--- config.mk ---
export PLATFORM = sky130hd
export DESIGN_NAME = gkld_front
export DESIGN_NICKNAME = d
export VERILOG_FILES = /design/src/gkld_pkg.sv /design/src/gkld_front.sv
export SDC_FILE = /design/constraint.sdc
export NUM_CORES = 1
export LEC_CHECK = 0
export BUFFER_PORTS_ARGS = -buffer_cell sky130_fd_sc_hd__buf_2
export CAP_MARGIN = 20
export CORE_AREA = 2 2 130 132
export DETAILED_ROUTE_END_ITERATION = 8
export DIE_AREA = 0 0 132 134
export PLACE_DENSITY_LB_ADDON = 0.2
export SLEW_MARGIN = 15
export SYNTH_ARGS = -nofsm -noshare
export SYNTH_HDL_FRONTEND = slang
export SYNTH_SLANG_ARGS = --single-unit
--- constraint.sdc ---
create_clock -name clk_i -period 4.43 [get_ports clk_i]
set_input_delay 0 -clock clk_i [delete_from_list [all_inputs] [get_ports clk_i]]
set_output_delay 0 -clock clk_i [all_outputs]
set_load 0.05 [all_outputs]
--- src/gkld_pkg.sv ---
// Shared types, constants and the logarithm table of the divergence accumulator.
package gkld_pkg;

  localparam int unsigned LOG_TABLE_ENTRIES = 64;
  localparam int unsigned LOG_IDX_W = $clog2(LOG_TABLE_ENTRIES);
  localparam int unsigned ROM_W = 30;
  localparam int unsigned LOG_W = 35;
  localparam int unsigned DATA_W = 32;
  localparam int unsigned SUM_W = 64;
  localparam logic [ROM_W-1:0] LN2_Q30 = 30'd744261118;

  localparam int unsigned CFG_IDX_W = 1;
  localparam logic [CFG_IDX_W-1:0] REG_SYMMETRIC_MODE = 1'b0;
  localparam logic [CFG_IDX_W-1:0] REG_POSITIVE_B_RULE = 1'b1;

  typedef logic [LOG_TABLE_ENTRIES:0][ROM_W-1:0] log_rom_t;

  // Restoring shift-and-subtract quotient, used only while the table is built.
  function automatic longint unsigned udiv(input longint unsigned num,
                                           input longint unsigned den);
    longint unsigned q;
    longint unsigned r;
    q = 0;
    r = 0;
    for (int i = 63; i >= 0; i--) begin
      r = {r[62:0], num[i]};
      if (r >= den) begin
        r = r - den;
        q[i] = 1'b1;
      end
    end
    return q;
  endfunction

  // Entry k holds ln(1 + k/N) in Q30, evaluated at elaboration as 2*atanh(z).
  function automatic log_rom_t build_log_rom();
    log_rom_t rom;
    longint unsigned n;
    longint unsigned z;
    longint unsigned z2;
    longint unsigned p;
    longint unsigned acc;
    n = 64'(LOG_TABLE_ENTRIES);
    for (int unsigned k = 0; k <= LOG_TABLE_ENTRIES; k++) begin
      if (k == LOG_TABLE_ENTRIES) begin
        rom[k] = LN2_Q30;
      end else begin
        z = udiv(64'(k) << 30, 2 * n + 64'(k));
        z2 = (z * z) >> 30;
        p = z;
        acc = 0;
        for (int unsigned i = 0; i < 40; i++) begin
          if (p != 0) begin
            acc = acc + udiv(p, 64'(2 * i + 1));
            p = (p * z2) >> 30;
          end
        end
        rom[k] = ROM_W'(2 * acc);
      end
    end
    return rom;
  endfunction

  localparam log_rom_t LOG_ROM = build_log_rom();

  typedef enum logic [1:0] {
    TERM_NONE,
    TERM_LINEAR,
    TERM_FULL
  } term_kind_e;

  typedef struct packed {
    logic [DATA_W-1:0] a;
    logic [DATA_W-1:0] b;
    logic              last;
    logic              sym;
    term_kind_e        kind_ab;
    term_kind_e        kind_ba;
  } item_t;

  typedef enum logic [3:0] {
    B_IDLE,
    B_START,
    B_LOGX,
    B_LOGY,
    B_MUL,
    B_MAG,
    B_TERM,
    B_ACC,
    B_NEXT,
    B_FIN
  } back_state_e;

  typedef enum logic [1:0] {
    L_IDLE,
    L_NORM,
    L_MUL,
    L_SUM
  } log_state_e;

endpackage

--- src/gkld_front.sv ---
// Front end: configuration registers, pair classification and the item queue.
module gkld_front (
  input  logic                               clk_i,
  input  logic                               rst_ni,
  input  logic                               cfg_we_i,
  input  logic [gkld_pkg::CFG_IDX_W-1:0]     cfg_index_i,
  input  logic                               cfg_wdata_i,
  input  logic                               in_valid_i,
  output logic                               in_ready_o,
  input  logic [gkld_pkg::DATA_W-1:0]        a_value_i,
  input  logic [gkld_pkg::DATA_W-1:0]        b_value_i,
  input  logic                               last_pair_i,
  output gkld_pkg::item_t                    item_o,
  output logic                               item_valid_o,
  input  logic                               item_pop_i
);

  logic sym_q;
  logic pbr_q;
  gkld_pkg::item_t mem_q [2];
  logic wr_ptr_q;
  logic rd_ptr_q;
  logic [1:0] count_q;
  gkld_pkg::item_t new_item;
  logic push;

  function automatic gkld_pkg::term_kind_e classify(input logic [gkld_pkg::DATA_W-1:0] x,
                                                    input logic [gkld_pkg::DATA_W-1:0] y,
                                                    input logic pbr);
    gkld_pkg::term_kind_e kind;
    if (pbr && y == '0) begin
      kind = gkld_pkg::TERM_NONE;
    end else if (x != '0 && y != '0) begin
      kind = gkld_pkg::TERM_FULL;
    end else begin
      kind = gkld_pkg::TERM_LINEAR;
    end
    return kind;
  endfunction

  always_comb begin
    new_item.a = a_value_i;
    new_item.b = b_value_i;
    new_item.last = last_pair_i;
    new_item.sym = sym_q;
    new_item.kind_ab = classify(a_value_i, b_value_i, pbr_q);
    new_item.kind_ba = sym_q ? classify(b_value_i, a_value_i, pbr_q) : gkld_pkg::TERM_NONE;
  end

  assign in_ready_o = (count_q != 2'd2);
  assign push = in_valid_i & in_ready_o;
  assign item_valid_o = (count_q != 2'd0);
  assign item_o = mem_q[rd_ptr_q];

  always_ff @(posedge clk_i or negedge rst_ni) begin
    if (!rst_ni) begin
      sym_q <= 1'b0;
      pbr_q <= 1'b0;
    end else if (cfg_we_i) begin
      case (cfg_index_i)
        gkld_pkg::REG_SYMMETRIC_MODE:  sym_q <= cfg_wdata_i;
        gkld_pkg::REG_POSITIVE_B_RULE: pbr_q <= cfg_wdata_i;
        default: ;
      endcase
    end
  end

  always_ff @(posedge clk_i or negedge rst_ni) begin
    if (!rst_ni) begin
      wr_ptr_q <= 1'b0;
      rd_ptr_q <= 1'b0;
      count_q <= 2'd0;
    end else begin
      if (push) begin
        wr_ptr_q <= ~wr_ptr_q;
      end
      if (item_pop_i) begin
        rd_ptr_q <= ~rd_ptr_q;
      end
      count_q <= count_q + 2'(push) - 2'(item_pop_i);
    end
  end

  always_ff @(posedge clk_i) begin
    if (push) begin
      mem_q[wr_ptr_q] <= new_item;
    end
  end

endmodule

======== Word-level counts from Yosys, hierarchy flattened ========
Memory sizes are Yosys's and may differ from the RTL's.
Index checks and enable logic that the tools add are counted.
storage, ports and cells
  flip-flop bits (word level) ............. 6
  bits in writable memories ............... 140
  bits of input ports ..................... 72
  output and inout port bits .............. 72
  logic and storage cells ................. 29
  memories kept ........................... 1
cells by class
  add/sub/neg operators ................... 2
  equal/unequal tests ..................... 1
  multiplexer cells ....................... 6
  bitwise logic cells ..................... 4
  reductions and logical operators ........ 10
memories
  name   depth  width  read ports  clocked after memory_dff  wr ports  line              source
  mem_q  2      70     1           0                         1         gkld_front.sv:20  gkld_pkg::item_t mem_q [2];
operators with widths
  cell                  number
  $logic_not A32 Y1     2
  $reduce_bool A32 Y1   2
  $mux W2               4
  $reduce_and A2 Y1     2
  $logic_and A1 B1 Y1   3
  $not A1 Y1            3
  $add A2 B1 Y2         1
  $mux W1               2
  $ne A2 B2 Y1 const B  1
  $reduce_bool A2 Y1    1
  $sub A2 B1 Y2         1
  $and A1 B1 Y1         1

======== Depth between registers and ports, before layout ========
Gate-level depths: netlist of the first run.
  depth after elaboration ................. 5
  depth in mapped cells ................... 7
  depth with buffers taken out ............ 7

======== Worst setup path before layout of the first run ========
OpenSTA, ideal clock, no wires.
  path type ............................... reg2reg
  start ................................... register count_q[0]
  end ..................................... memory mem_q[0][0] (netlist name), enable pin
  library setup time ...................... 499 ps
  data arrival time ....................... 3947 ps
  data required time ...................... 3931 ps
  path slack .............................. -16 ps
  stages on the path, launching flop included .. 4
  buffers on the path ..................... 0
  period minus slack after synthesis ...... 4446 ps
  path through ............................ dfrtp_1 nand2b_1 nand2_1 nor2_1
on the way
  cells in the longest elaborated chain, start to end .. 4
RTL lines
  what                           line              source
  start, declared                gkld_front.sv:23  logic [1:0] count_q;
  start signal, assigned         gkld_front.sv:80  count_q <= count_q + 2'(push) - 2'(item_pop_i);
  $ne A2 B2 Y1                   gkld_front.sv:50  assign in_ready_o = (count_q != 2'd2);
  via in_ready_o                 gkld_front.sv:9   output logic in_ready_o,
  $and A1 B1 Y1                  gkld_front.sv:51  assign push = in_valid_i & in_ready_o;
  $mux W1                        gkld_front.sv:85  if (push) begin
  $mux W1 (implied by the code)  gkld_front.sv:86  mem_q[wr_ptr_q] <= new_item;
  end, declared                  gkld_front.sv:20
The timed path passes the listed nets, and every way through them passes these cells.

==> results of run 1 <==
==> worst reg2reg max path, stage by stage, from the launching register on <==
cell	delay, ps
dfrtp_1	400
nand2b_1	130
nand2_1	150
nor2_4	560
buf_4	480
==> layout make-up <==
class                           instances  share of cell area
Clock buffer                           20              0.0557
Timing Repair Buffer                  218               0.186
Sequential cell                       146               0.556
Inverter                                3             0.00144
Multi-Input combinational cell        116               0.151
Clock inverter                         11              0.0147
Tap cell                              220              0.0351
==> registers in the layout, indices dropped and copies added (netlist names) <==
| name | flops |
|---|---|
| mem_q | 140 |
| count_q | 2 |
| pbr_q | 1 |
| rd_ptr_q | 1 |
| sym_q | 1 |
| wr_ptr_q | 1 |
==> per-stage QoR <==
step / hold slack [ps] / cell area, sq um / setup WS, ps / utilization / std cells
final: 326 / 7840 / 2230 / 0.481 / 734
after global routing: 318 / 7840 / 2120 / 0.481 / 734
after CTS: 299 / 7840 / 2150 / 0.481 / 734
after detailed placement: -164 / 6560 / 2350 / 0.403 / 630
after global placement: -167 / 6560 / 2390 / 0.403 / 630
after floorplan: -296 / 5580 / 1150 / - / 273
==> synthesized netlist by cell type <==
cell,number
and3_1,1
mux2_1,19
xnor2_1,3
o21a_1,1
nor4_2,12
nor4_1,4
or2_2,1
xor2_1,1
nor3_1,2
nor2_1,4
dfrtp_1,6
mux2i_1,1
buf_2,8
inv_1,3
nand4_1,4
nand2b_1,1
nand2_1,3
a21oi_1,1
mux2_2,52
ha_1,2
a31o_2,1
edfxtp_1,140
a211oi_1,1
and4_1,2
==> cells by family after synthesis <==
kind of cell | after synthesis
adder cells (fa/ha/maj) | 2
XOR/XNOR | 4
flip-flops | 146
multiplexers | 72
AO/OA/AOI/OAI | 4
AND/OR/NAND/NOR | 34
buffers and inverters | 11
==> what timing repair did <==
item | CTS | global route
endpoints found under the hold margin | 140 | 0
hold buffers | 73 | 0
setup buffers | 0 | 0
setup endpoints to repair | 0 | 0
resized for setup | 0 | 0
==> power by group through the flow <==
stage	clock network, W	registers (W)	logic (W)
2_1_floorplan	0	0.00198	0.00171
3_3_place_gp	0	0.00212	0.00206
3_5_place_dp	0	0.00213	0.00206
4_1_cts	0.00139	0.00210	0.00212
5_1_grt	0.00144	0.00214	0.00219
6_report	0.00135	0.00209	0.00209
==> layer usage <==
layer	up-vias	wire, um	track usage
li1	1559	-	-
met1	1614	5150	0.164
met2	86	6170	0.247
met3	22	517	0.0389
met4	0	314	0.0743
met5	-	0	0
==> worst max path at each step <==
stage	startpoint	to	slack [ps]	depth (start not counted)
after CTS	rd_ptr_q	item_o[0]	2150	2
after global placement	count_q[1]	mem_q[0][34]	2390	4
after global routing	rd_ptr_q	item_o[63]	2120	2
after detailed placement	count_q[1]	mem_q[0][34]	2350	4
final	rd_ptr_q	item_o[33]	2230	2
after floorplan	count_q[0]	mem_q[0][0]	1150	3
==> impl_metrics.env, run 1 <==
export IMPL_wire_per_inst_um=16.6
export IMPL_path_buf_inv=1
export IMPL_crit_arrival_ps=2200
export IMPL_drt_total_wl_um=12200
export IMPL_max_stage_delay_ps=1100
export IMPL_gp_congestion=0.720
export IMPL_powerDensity_nw_per_um2=706
export IMPL_post_dp_hpwl_um=7650
export IMPL_die_area_sq_um=17700
export IMPL_core_area_sq_um=16300
export IMPL_synth_cells=273
export IMPL_cpLargestDelayFamily="flip-flops"
export IMPL_final_common_cell="buf_2"
export IMPL_hold_path_class="in2reg"
export IMPL_drive_above_1_share=0.469
export IMPL_track_usage=0.143
export IMPL_synth_cell_types=24
export IMPL_report_final_slew_viol_count=0
export IMPL_cts_made_buffers=17
export IMPL_row_count=47
export IMPL_slew_headroom=0.307
export IMPL_holdPathEnd="mem_q[0][14]"
export IMPL_synth_compound_area_share=0.00516
export IMPL_synthToLayoutAreaGrowth_pct=40.6
export IMPL_seq_area_frac_synth=0.781
export IMPL_intPower_w=0.00330
export IMPL_yosys_warnings=0
export IMPL_required_ps=4430
export IMPL_crit_reg2reg_launch="count_q[1]"
export IMPL_p_clk_frac=0.244
export IMPL_tns_ps=0
export IMPL_synth_top_family_by_area="multiplexers"
export IMPL_ir_worst_vdd_mv=0.295
export IMPL_synthMuxAreaShare=0.145
export IMPL_clock_latency_ps=420
export IMPL_worstPathMaxFanout=71
export IMPL_grt_max_degree=72
export IMPL_num_antenna_cells=0
export IMPL_vias_per_cell=4.47
export IMPL_fp_dieW_um=132
export IMPL_ios=144
export IMPL_critPathSlowestCell="dfrtp_4"
export IMPL_hold_viol=0
export IMPL_fmaxAchievable_mhz=455
export IMPL_switchingPower_w=0.00224
export IMPL_drc=0
export IMPL_status="finished, final reports clean"
export IMPL_synth_top_area_share=0.754
export IMPL_synthAdderAreaFrac=0.00449
export IMPL_power_leakage_nw=2.88
export IMPL_critical_path_class="reg2out"
export IMPL_syn_nets=347
export IMPL_r2r_setup_slack_ps=2370
export IMPL_p_sw_frac=0.404
export IMPL_comb_power_share=0.378
export IMPL_start_util=0.342
export IMPL_cp_start_kind="register"
export IMPL_num_vias=3281
export IMPL_final_cell_mix="buf_2, edfxtp_1, dlygate4sd3_1"
export IMPL_synth_top_cell_by_area="edfxtp_1"
export IMPL_nets=576
export IMPL_worstRegToRegCells=4
export IMPL_worstHoldPathCells=2
export IMPL_drtAntennaViolNets=0
export IMPL_setup_violations_final=0
export IMPL_cap_violations=0
export IMPL_cts_root_buf="clkbuf_16"
export IMPL_multi_input_area_sq_um=1180
export IMPL_power_w=0.00554
export IMPL_tightestPinTransition_ps=1040
export IMPL_cts_sinks=146
export IMPL_skew_ps=5.01
export IMPL_fill_cells=1451
export IMPL_synth_xor_area_frac=0.00628
export IMPL_period_minus_slack_ps=2200
export IMPL_path_cells="mux2_2 -> buf_2"
export IMPL_first_pass_iters=4
export IMPL_layout_worst_path_cycle_share=0.496
export IMPL_drt_initial_drc_count=106
export IMPL_yosys_area_share_simple=0.0489
export IMPL_yosys_top_cells_area="edfxtp_1, mux2_2, mux2_1"
export IMPL_overflow=0
export IMPL_grt_pass1_wl_um=18900
export IMPL_cts_buffer_depth=2
export IMPL_htree_levels=4
export IMPL_antenna_found_initial=0
export IMPL_holdCritStartpoint="b_value_i[8]"
export IMPL_portBuffers=143
export IMPL_grt_pass1_vias=3636
export IMPL_clk_pin_slew_ps=60
export IMPL_rsz0062_at_grt="no"
export IMPL_avgSynthCellArea_sq_um=20.4
export IMPL_regArea_sq_um=4360
export IMPL_syn_area_sq_um=5580
export IMPL_cts_tree="done"
export IMPL_endpoint_kind="primary output"
export IMPL_seqPwrFrac=0.378
export IMPL_timing_rr_end="mem_q[0][34]"
export IMPL_die_h_um=134
export IMPL_synth_seq_cells=146
No activity file was read; power rests on OpenSTA's default activity.
==> inputs of run 2 (changes only) <==
==> constraint.sdc (replaced) <==
create_clock -name clk_i -period 2.13 [get_ports clk_i]
set_input_delay 0 -clock clk_i [delete_from_list [all_inputs] [get_ports clk_i]]
set_output_delay 0 -clock clk_i [all_outputs]
set_load 0.05 [all_outputs]
==> run 2 against run 1 <==
- critical path depth is 1 higher
- design area is 2.4% higher
- count of clock-buffer cells in the layout is 1 lower
- die area stayed put
- core utilization is 1.2 points higher
==> impl_metrics.env, run 2 (synthesis gave the netlist of run 1 again) <==
export IMPL_status="finished, final reports clean"
export IMPL_cts_made_buffers=17
export IMPL_dp_cells=636
export IMPL_powerDensity_nw_per_um2=1490
export IMPL_skew_ps=4.69
export IMPL_grt_max_degree=53
export IMPL_largest_reg_flops=140
export IMPL_hold_viol=0
export IMPL_cpLargestDelayFamily="flip-flops"
export IMPL_drt_initial_drc_count=147
export IMPL_row_count=47
export IMPL_grt_pass1_vias=3615
export IMPL_final_common_cell="buf_2"
export IMPL_report_final_slew_viol_count=0
export IMPL_cp_start_kind="register"
export IMPL_fill_cells=1416
export IMPL_period_minus_slack_ps=1950
export IMPL_wire_per_inst_um=16.2
export IMPL_clk_pin_slew_ps=60
export IMPL_power_w=0.0120
export IMPL_critPathSlowestCell="dfrtp_4"
export IMPL_cts_sinks=146
export IMPL_post_dp_hpwl_um=7900
export IMPL_slew_headroom=0.721
export IMPL_critical_path_class="reg2out"
export IMPL_num_vias=3331
export IMPL_setup_violations_final=0
export IMPL_clock_latency_ps=410
export IMPL_ir_worst_vdd_mv=0.686
export IMPL_hold_ws_ps=322
export IMPL_drtAntennaViolNets=0
export IMPL_fmaxAchievable_mhz=514
export IMPL_ios=144
export IMPL_largest_register="mem_q"
export IMPL_grt_pass1_wl_um=18900
export IMPL_synthToLayoutAreaGrowth_pct=44.0
export IMPL_fin_cells=741
export IMPL_final_cell_mix="buf_2, edfxtp_1, dlygate4sd3_1"
export IMPL_die_area_sq_um=17700
export IMPL_htree_levels=4
export IMPL_start_util=0.342
export IMPL_first_pass_iters=4
export IMPL_track_usage=0.141
export IMPL_drt_total_wl_um=12000
export IMPL_nets=582
export IMPL_path_buf_inv=2
export IMPL_portBuffers=143
export IMPL_drc=0
export IMPL_hold_path_class="in2reg"
export IMPL_drive_above_1_share=0.484
export IMPL_cts_root_buf="clkbuf_16"
export IMPL_post_cts_setup_buffers=0
export IMPL_max_stage_delay_ps=680
export IMPL_core_area_sq_um=16300
export IMPL_cts_tree="done"
export IMPL_worstPathMaxFanout=28
export IMPL_required_ps=2130
export IMPL_rsz0062_at_grt="no"
export IMPL_overflow=0
export IMPL_cap_violations=0
export IMPL_vias_per_cell=4.50
export IMPL_crit_arrival_ps=1950
export IMPL_path_cells="buf_12 -> mux2_2 -> buf_2"
export IMPL_reg_top3="mem_q x140, count_q x2"
export IMPL_gp_congestion=0.699
export IMPL_tightestPinTransition_ps=415
export IMPL_layout_worst_path_cycle_share=0.913
export IMPL_antenna_found_initial=0
export IMPL_die_h_um=134
export IMPL_fp_dieW_um=132
export IMPL_cts_buffer_depth=2
export IMPL_endpoint_kind="primary output"
export IMPL_tns_ps=0
export IMPL_num_antenna_cells=0
export IMPL_power_leakage_nw=2.97
==> run 2: stage by stage <==
step / area [sq um] / setup slack, ps / util
final: 8030 / 184 / 0.493
after floorplan: 5600 / -23.3 / -
after global placement: 6680 / 523 / 0.410
after detailed placement: 6680 / 524 / 0.410
after global routing: 8030 / 72.3 / 0.493
after CTS: 8030 / 125 / 0.493
==> run 2: path summary, 6_finish.rpt <==
kind | from | end | slack [ps] | cells past startpoint
worst max-delay path | rd_ptr_q | item_o[6] | 180 | 3
worst max register to register | count_q[1] | mem_q[1][32] | 590 | 3
worst min-delay path | last_pair_i | mem_q[0][5] | 320 | 2
worst min register to register | sym_q | mem_q[1][4] | 530 | 0
min in group asynchronous | rst_ni | pbr_q | 520 | 3
max in group asynchronous | rst_ni | rd_ptr_q | 1360 | 3
==> run 2: power breakdown <==
part / internal, W / total [W] / switching (W)
Clock: 0.00196 / 0.00309 / 0.00113
Sequential: 0.00392 / 0.00417 / 0.000254
Combinational: 0.00138 / 0.00470 / 0.00333
==> run 2: area by class of cell <==
cell class,instances,area (sq um),share of cell area
well taps,220,275,0.0343
multi-input cells,116,1200,0.149
inverters,3,11.3,0.00140
flip-flops and latches,146,4360,0.543
clock inverters,13,184,0.0229
repair buffers,224,1570,0.195
clock buffers,19,433,0.0539
==> run 2: metal layers <==
metal,GRT usage,share of wire,vias to the layer above
met5,0,0,-
met4,0.0525,0.015,0
met3,0.0506,0.053,15
met2,0.242,0.50,98
met1,0.164,0.43,1644
li1,-,-,1574
==> run 2: what timing repair did <==
action,CTS,global route
gates resized for setup,0,0
hold buffers,73,0
hold endpoints to repair,140,0
